<file path="src/rtl/efws_pkg.sv">
// Shared constants, types and state codes of the earliest-free worker scheduler.
package efws_pkg;
    localparam int MAX_WORKERS = 16;
    localparam int WIDX_W      = (MAX_WORKERS > 1) ? $clog2(MAX_WORKERS) : 1;
    localparam int ACT_W       = $clog2(MAX_WORKERS + 1);
    localparam int CNT_W       = 5;
    localparam int CMP_W       = (ACT_W > CNT_W) ? ACT_W : CNT_W;
    localparam int TIME_W      = 48;
    localparam int DUR_W       = 32;
    localparam int WORKER_W    = 4;
    localparam int APB_AW      = 3;
    localparam int APB_DW      = 32;
    localparam int REG_IDX_W   = APB_AW - 2;

    localparam logic [CNT_W-1:0]     WORKERS_RESET      = CNT_W'(16);
    localparam logic [REG_IDX_W-1:0] CFG_WORKERS_IN_USE = REG_IDX_W'(0);

    typedef enum logic [1:0] {
        ST_IDLE,
        ST_SEARCH,
        ST_DONE
    } state_t;

    // running minimum handed from cell to cell
    typedef struct packed {
        logic              valid;
        logic              seed;
        logic [WIDX_W-1:0] idx;
        logic [TIME_W-1:0] free_time;
    } token_t;

    // write-back of the chosen worker's new free time
    typedef struct packed {
        logic              valid;
        logic [WIDX_W-1:0] idx;
        logic [TIME_W-1:0] free_time;
    } update_t;
endpackage

</file>
<file path="src/rtl/efws_in_if.sv">
// Job word channel: valid, ready and the job duration.
interface efws_in_if;
    import efws_pkg::*;
    logic             valid;
    logic             ready;
    logic [DUR_W-1:0] duration;

    modport source (output valid, output duration, input ready);
    modport sink   (input valid, input duration, output ready);
endinterface

</file>
<file path="src/rtl/efws_out_if.sv">
// Assignment word channel: valid, ready, worker number and start time.
interface efws_out_if;
    import efws_pkg::*;
    logic                valid;
    logic                ready;
    logic [WORKER_W-1:0] worker_number;
    logic [TIME_W-1:0]   start_time;

    modport source (output valid, output worker_number, output start_time, input ready);
    modport sink   (input valid, input worker_number, input start_time, output ready);
endinterface

</file>
<file path="src/rtl/efws_cell.sv">
// One worker cell: holds a free time and folds it into the passing minimum.
module efws_cell (
    input  logic                          clk,
    input  logic                          rst_n,
    input  logic [efws_pkg::WIDX_W-1:0]   cell_idx,
    input  logic                          active,
    input  efws_pkg::token_t              tok_in,
    output efws_pkg::token_t              tok_out,
    input  efws_pkg::update_t             upd
);
    import efws_pkg::*;

    logic [TIME_W-1:0] free_time_reg;
    logic [TIME_W-1:0] free_time_next;
    token_t            tok_reg;
    token_t            tok_next;

    always_comb
    begin
        tok_next = tok_in;
        // strict less keeps the lower worker on a tie
        if (active && (tok_in.seed || (free_time_reg < tok_in.free_time)))
        begin
            tok_next.seed      = 1'b0;
            tok_next.idx       = cell_idx;
            tok_next.free_time = free_time_reg;
        end
        free_time_next = free_time_reg;
        if (upd.valid && (upd.idx == cell_idx))
        begin
            free_time_next = upd.free_time;
        end
    end

    always_ff @(posedge clk or negedge rst_n)
    begin
        if (!rst_n)
        begin
            free_time_reg <= '0;
            tok_reg       <= '0;
        end
        else
        begin
            free_time_reg <= free_time_next;
            tok_reg       <= tok_next;
        end
    end

    assign tok_out = tok_reg;
endmodule

</file>
<file path="src/rtl/efws_chain.sv">
// Row of worker cells; the minimum token walks one cell per cycle.
module efws_chain (
    input  logic                                clk,
    input  logic                                rst_n,
    input  logic [efws_pkg::MAX_WORKERS-1:0]    active,
    input  efws_pkg::token_t                    tok_head,
    output efws_pkg::token_t                    tok_tail,
    input  efws_pkg::update_t                   upd
);
    import efws_pkg::*;

    token_t tok [MAX_WORKERS+1];

    assign tok[0] = tok_head;

    for (genvar k = 0; k < MAX_WORKERS; k++)
    begin : g_cell
        efws_cell u_cell (
            .clk      (clk),
            .rst_n    (rst_n),
            .cell_idx (WIDX_W'(k)),
            .active   (active[k]),
            .tok_in   (tok[k]),
            .tok_out  (tok[k+1]),
            .upd      (upd)
        );
    end

    assign tok_tail = tok[MAX_WORKERS];
endmodule

</file>
<file path="src/rtl/earliest_free_worker_scheduler_unit.sv">
// Top level of the earliest-free worker scheduler: control, config and output register.
//
//  channel   dir   word                          handshake
//  in_ch     in    duration[31:0]                valid/ready
//  out_ch    out   worker_number[3:0],           valid/ready
//                  start_time[47:0]
//  apb       in    workers_in_use @ 0x0          psel/penable/pwrite, pready=1
//
// Per job, the minimum token crosses the cell row one cell a cycle, then the
// winner is captured and written back as the output word is loaded.
// The next job is taken the cycle after the result is loaded.
// Reset clears all free times to zero and sets workers_in_use to 16.
// A stalled output holds the finished word; the write-back waits for the slot.
module earliest_free_worker_scheduler_unit (
    input  logic                          clk,
    input  logic                          rst_n,
    efws_in_if.sink                       in_ch,
    efws_out_if.source                    out_ch,
    input  logic                          psel,
    input  logic                          penable,
    input  logic                          pwrite,
    input  logic [efws_pkg::APB_AW-1:0]   paddr,
    input  logic [efws_pkg::APB_DW-1:0]   pwdata,
    output logic [efws_pkg::APB_DW-1:0]   prdata,
    output logic                          pready
);
    import efws_pkg::*;

    state_t                state_reg;
    state_t                state_next;
    logic [CNT_W-1:0]      workers_in_use_reg;
    logic [DUR_W-1:0]      dur_reg;
    logic [WIDX_W-1:0]     win_idx_reg;
    logic [TIME_W-1:0]     win_time_reg;
    logic                  out_valid_reg;
    logic                  out_valid_next;
    logic [WORKER_W-1:0]   out_num_reg;
    logic [TIME_W-1:0]     out_start_reg;

    logic                  accept;
    logic                  load_out;
    logic                  cfg_write;
    logic [CMP_W-1:0]      wiu_ext;
    logic [CMP_W-1:0]      n_act;
    logic [MAX_WORKERS-1:0] active;
    logic [TIME_W:0]       sum;
    logic [TIME_W-1:0]     new_time;
    token_t                tok_head;
    token_t                tok_tail;
    update_t               upd;

    efws_chain u_chain (
        .clk      (clk),
        .rst_n    (rst_n),
        .active   (active),
        .tok_head (tok_head),
        .tok_tail (tok_tail),
        .upd      (upd)
    );

    always_comb
    begin
        wiu_ext = CMP_W'(workers_in_use_reg);
        if (wiu_ext == '0)
            n_act = CMP_W'(1);
        else if (wiu_ext > CMP_W'(MAX_WORKERS))
            n_act = CMP_W'(MAX_WORKERS);
        else
            n_act = wiu_ext;
        for (int k = 0; k < MAX_WORKERS; k++)
        begin
            active[k] = (CMP_W'(k) < n_act);
        end
    end

    always_comb
    begin
        sum      = {1'b0, win_time_reg} + (TIME_W+1)'(dur_reg);
        new_time = sum[TIME_W] ? '1 : sum[TIME_W-1:0];
    end

    always_comb
    begin
        state_next         = state_reg;
        in_ch.ready        = (state_reg == ST_IDLE);
        accept             = in_ch.valid && in_ch.ready;
        load_out           = 1'b0;
        tok_head.valid     = accept;
        tok_head.seed      = 1'b1;
        tok_head.idx       = '0;
        tok_head.free_time = '0;
        case (state_reg)
            ST_IDLE:
            begin
                if (accept)
                    state_next = ST_SEARCH;
            end
            ST_SEARCH:
            begin
                if (tok_tail.valid)
                    state_next = ST_DONE;
            end
            ST_DONE:
            begin
                if (!out_valid_reg || out_ch.ready)
                begin
                    load_out   = 1'b1;
                    state_next = ST_IDLE;
                end
            end
            default:
            begin
                state_next = ST_IDLE;
            end
        endcase
        upd.valid     = load_out;
        upd.idx       = win_idx_reg;
        upd.free_time = new_time;
        if (load_out)
            out_valid_next = 1'b1;
        else if (out_ch.ready)
            out_valid_next = 1'b0;
        else
            out_valid_next = out_valid_reg;
    end

    assign cfg_write = psel && penable && pwrite && pready
                       && (paddr[APB_AW-1:2] == CFG_WORKERS_IN_USE);

    always_ff @(posedge clk or negedge rst_n)
    begin
        if (!rst_n)
        begin
            state_reg          <= ST_IDLE;
            out_valid_reg      <= 1'b0;
            workers_in_use_reg <= WORKERS_RESET;
        end
        else
        begin
            state_reg     <= state_next;
            out_valid_reg <= out_valid_next;
            if (cfg_write)
                workers_in_use_reg <= pwdata[CNT_W-1:0];
        end
    end

    always_ff @(posedge clk)
    begin
        if (accept)
            dur_reg <= in_ch.duration;
        if (tok_tail.valid)
        begin
            win_idx_reg  <= tok_tail.idx;
            win_time_reg <= tok_tail.free_time;
        end
        if (load_out)
        begin
            out_num_reg   <= WORKER_W'(win_idx_reg);
            out_start_reg <= win_time_reg;
        end
    end

    assign pready = 1'b1;
    assign prdata = (paddr[APB_AW-1:2] == CFG_WORKERS_IN_USE)
                    ? APB_DW'(workers_in_use_reg) : '0;

    assign out_ch.valid         = out_valid_reg;
    assign out_ch.worker_number = out_num_reg;
    assign out_ch.start_time    = out_start_reg;
endmodule

</file>
<file path="src/flat_wrapper.sv">
// flat-port wrapper written by rule: the top's interface ports become plain ports
module earliest_free_worker_scheduler_unit_flat import efws_pkg::*;
  (clk, rst_n, psel, penable, pwrite, paddr, pwdata, prdata, pready, in_ch_valid, in_ch_duration, in_ch_ready, out_ch_valid, out_ch_worker_number, out_ch_start_time, out_ch_ready);
  efws_in_if in_ch_i ();
  efws_out_if out_ch_i ();
  input  logic clk;
  input  logic rst_n;
  input  logic psel;
  input  logic penable;
  input  logic pwrite;
  input  logic [efws_pkg::APB_AW-1:0] paddr;
  input  logic [efws_pkg::APB_DW-1:0] pwdata;
  output logic [efws_pkg::APB_DW-1:0] prdata;
  output logic pready;
  input wire logic [$bits(in_ch_i.valid)-1:0] in_ch_valid;
  input wire logic [$bits(in_ch_i.duration)-1:0] in_ch_duration;
  output wire logic [$bits(in_ch_i.ready)-1:0] in_ch_ready;
  output wire logic [$bits(out_ch_i.valid)-1:0] out_ch_valid;
  output wire logic [$bits(out_ch_i.worker_number)-1:0] out_ch_worker_number;
  output wire logic [$bits(out_ch_i.start_time)-1:0] out_ch_start_time;
  input wire logic [$bits(out_ch_i.ready)-1:0] out_ch_ready;
  assign in_ch_i.valid = in_ch_valid;
  assign in_ch_i.duration = in_ch_duration;
  assign in_ch_ready = in_ch_i.ready;
  assign out_ch_valid = out_ch_i.valid;
  assign out_ch_worker_number = out_ch_i.worker_number;
  assign out_ch_start_time = out_ch_i.start_time;
  assign out_ch_i.ready = out_ch_ready;
  earliest_free_worker_scheduler_unit u_core (.clk(clk), .rst_n(rst_n), .in_ch(in_ch_i), .out_ch(out_ch_i), .psel(psel), .penable(penable), .pwrite(pwrite), .paddr(paddr), .pwdata(pwdata), .prdata(prdata), .pready(pready));
endmodule
</file>
<file path="config.mk">
export PLATFORM = sky130hd
export DESIGN_NAME = earliest_free_worker_scheduler_unit_flat
export DESIGN_NICKNAME = d
export VERILOG_FILES = /design/src/rtl/efws_pkg.sv /design/src/rtl/efws_in_if.sv /design/src/rtl/efws_out_if.sv /design/src/rtl/efws_cell.sv /design/src/rtl/efws_chain.sv /design/src/rtl/earliest_free_worker_scheduler_unit.sv /design/src/flat_wrapper.sv
export SDC_FILE = /design/constraint.sdc
export NUM_CORES = 2
export LEC_CHECK = 0
export BUFFER_PORTS_ARGS = -buffer_cell sky130_fd_sc_hd__buf_4
export CORE_ASPECT_RATIO = 0.75
export CORE_MARGIN = 2
export CORE_UTILIZATION = 53
export CTS_CLUSTER_DIAMETER = 200
export DETAILED_ROUTE_END_ITERATION = 10
export HOLD_SLACK_MARGIN = 0.15
export PLACE_DENSITY = 0.66
export SYNTH_ARGS = -nofsm -noshare
export SYNTH_HDL_FRONTEND = slang
export SYNTH_SLANG_ARGS = --single-unit
export TNS_END_PERCENT = 1
</file>
<file path="constraint.sdc">
create_clock -name clk -period 8.6 [get_ports clk]
set_clock_uncertainty 0.2 [all_clocks]
set_input_delay 1.29 -clock clk [delete_from_list [all_inputs] [get_ports clk]]
set_output_delay 1.29 -clock clk [all_outputs]
set_load 0.02 [all_outputs]
</file>
==> run summary <==
Initial DRC count: 3487
Fill cells: 12600
Worst Path Arrival: 5200 ps
Share of the synthesized area in the top cell type: 49.4%
Initial antenna violation count: 0
# IOs: 161
Clock tree buffer depth: 3
Share of cells above drive strength 1: 17.9%
Buffer and inverter count on the worst path: 1
Hold WC Path Type: reg2reg
First-pass iteration count of the detailed router: 5
Initial core utilization: 53.3%
Crit path max fanout: 33
Worst hold endpoint: u_core.u_chain.g_cell[8].u_cell.tok_out[53]
First-pass GRT wire length: 274 mm
DR vias/cell: 5.34
Avg Inst Size Synth: 11.4 sq um
Core area: 0.155 sq mm
Num rows: 125
Postcts setup bufs: 0
Setup violations, final: 0
Pwr/cell area: 250 mW/mm^2
Fin nets: 8059
Yosys warnings: 0
Largest area contributor in the netlist: dfrtp_1
CTS Buf Count: 172
CP Cell Sequence: ha_1 > fa_1 > a211oi_1 > o21a_2 > o32ai_4 > and3_1 > a31o_4 > o21ai_4 > nor2_4 > buf_4 > nor2_2 > o21ai_0
Reg clk slew, reported paths: 60 ps
Critical path's top delay family: compound AO/OA/AOI/OAI gates
R2R Path Start: u_core.win_time_reg[0]
Async set-reset flop share out of synthesis: 92.3%
CTS-repair resized insts: 0
Global Route Usage Sum: 21.6%
Largest cells by area after synthesis: dfrtp_1 (49%), ha_1 (11%), mux2_2 (10%)
Tcrit/Tclk final: 55.8%
FF/Latch Area: 0.0447 sq mm
Seq/Total Area, Yosys: 54.3%
Dpl cells: 9104
Seq cells post-synth: 1760
Mapped Cells: 7205
H-tree level count: 4
Fin cells: 9417
Final Hold Vio Count: 0
Die Y: 345 um
Top post-synthesis cells by count: dfrtp_1 (1623), nand2_1 (749), ha_1 (737), mux2_2 (737), inv_1 (729)
Leak Pwr: 44.3 nW
Crit-path max cell delay: 930 ps
Vias after detailed routing: 50300
Length in cells of the worst reg-to-reg path: 12
Worst Max-Slew Pin Slew: 1270 ps
Root buffer cell: clkbuf_16
Kind of critical path: reg2reg
Layout area overhead: 10.4%
Worst-path cell with the longest stage delay: nor2_2
Number of flip-flops in the largest register: 848
Syn Std Cell Area: 0.0823 sq mm
DRT Wirelength: 168 mm
Achievable clock frequency: 0.208 GHz
DIE WIDTH: 459 um
Cell variety after synth: 92
Startpoint types: flop
Reg2reg setup slack: 3800 ps
Maxcap violations: 0
Grt ovf: 0
Clk sinks: 1760
Number of synthesized flops with an enable pin: 136
Clk_lat worst skew: 790 ps
CTS tree: done
Wire per inst: 17.8 um
DP Wirelength: 120 mm
WHS Path Cells: 0
HP Start: u_core.u_chain.g_cell[7].u_cell.tok_out[53]
Worst endpoint required time: 9010 ps
CP Capture Type: flop
Min Tclk post-route: 4800 ps
VDD IR max: 0.226 mV
Buffers on Ports: 103
GPL Wtd Cong: 0.904
Outcome: completed
Dominant synthesized flop cell: dfrtp_1
ANT nets after route: 0
RSZ-0062 raised after global routing: false
Slew Viols, Final: 0
Die area: 0.158 sq mm
# DRC: 0
Worst-case headroom to the max-slew limit: 15.2%
Pin count of the biggest net entering global routing: 172
Setup TNS: 0 ps
Vias in the first global route: 50300
Leading cell type by number of instances after synthesis: dfrtp_1
Footprint of the multi-input gates: 0.0336 sq mm
## what timing repair did
item,CTS,global route
setup endpoints to repair,0,0
hold buffers,1,0
hold endpoints to repair,1,0
## worst max path at each step
| stage | start | to | slack [ps] | cells after the start |
|---|---|---|---|---|
| after floorplan | out_ch_ready | flop | 4300 | 8 |
| after global placement | u_core.win_time_reg[0] | flop | 3980 | 12 |
| after detailed placement | u_core.win_time_reg[0] | u_core.u_chain.g_cell[1].u_cell.free_time_reg[2] | 3830 | 12 |
| after CTS | u_core.win_time_reg[0] | flop | 3790 | 12 |
| after global routing | u_core.win_time_reg[0] | flop | 3460 | 12 |
| final | u_core.win_time_reg[0] | flop | 3800 | 12 |
## worst reg2reg max path, delay by kind of cell (launching register included)
family                     cells  cell delay [ps]
AOI/OAI and AO/OA              6             1780
and+or+nand+nor                3             1230
adders and majority gates      2              670
buffers and inverters          1              340
DFF                            1              400
## where the power goes
part | leakage (nW) | internal [mW] | switching (mW)
sequential | 23.5 | 9.09 | 0.384
combinational | 18.0 | 2.48 | 3.15
clock | 2.83 | 4.43 | 3.17
total | 44.3 | 16.0 | 6.71
## layout make-up
type	instances	share of cell area, %
well taps	2032	2.80
multi-input cells	4389	36.9
diodes	1	0.00275
flip-flops and latches	1760	49.2
repair buffers	195	1.75
inverters	729	3.01
clock buffers	258	5.70
clock inverters	53	0.599
## routing by layer
layer | vias up | part of all wire [%] | wire length [um] | track usage [%]
met5 | - | 0 | 0 | 0
met4 | 0 | 3.7 | 6200 | 8.72
met3 | 299 | 3.7 | 6180 | 2.86
met2 | 802 | 42 | 70900 | 31.8
met1 | 24400 | 50 | 84600 | 32.5
li1 | 24800 | - | - | -
## through the flow
stage / hold slack [ps] / instance area (sq um) / power, mW / setup slack, ps / utilization [%]
after floorplan: 131 / 82400 / 13.7 / 4300 / -
final: 151 / 90900 / 22.7 / 3800 / 58.8
after global routing: 161 / 90900 / 23.8 / 3460 / 58.8
after CTS: 151 / 90900 / 23.0 / 3790 / 58.8
after detailed placement: 136 / 85100 / 15.3 / 3830 / 55.1
after global placement: 134 / 85100 / 15.2 / 3980 / 55.1
## layout by cell type (no fill, tap or decap), drive strengths merged, types with 6 or more instances in the layout
cell	count
conb	29
a2111oi	9
a221oi	11
nand2b	35
a31oi	17
a211oi	36
buf	194
nand4	140
clkbuf	258
clkinv	32
o21ai	740
or3	6
nand3	30
mux2	741
nor2b	46
a21o	293
bufinv	9
nand2	750
xnor2	19
and2	14
dfrtp	1623
nor3	35
nor2	187
o21a	16
nor4	15
or2	28
a21oi	256
and3	11
xor2	13
ha	737
and4	10
a211o	7
o211ai	25
o31ai	6
inv	736
edfxtp	136
o22a	64
## kinds of logic (layout without fill, tap and decap cells)
kind of cell / count (synthesis) / in the layout / synth area share, %
AND/OR/NAND/NOR: 1318 / 1318 / 7.24
AO/OA/AOI/OAI: 1528 / 1528 / 11.3
flip-flops: 1760 / 1760 / 54.3
other: 2 / 30 / 0.00913
adder cells (fa/ha/maj): 738 / 738 / 11.2
buffers and inverters: 1083 / 1235 / 5.31
multiplexers: 744 / 744 / 10.2
XOR/XNOR: 32 / 32 / 0.368
Note: power is estimated with default switching activity, not from simulation.
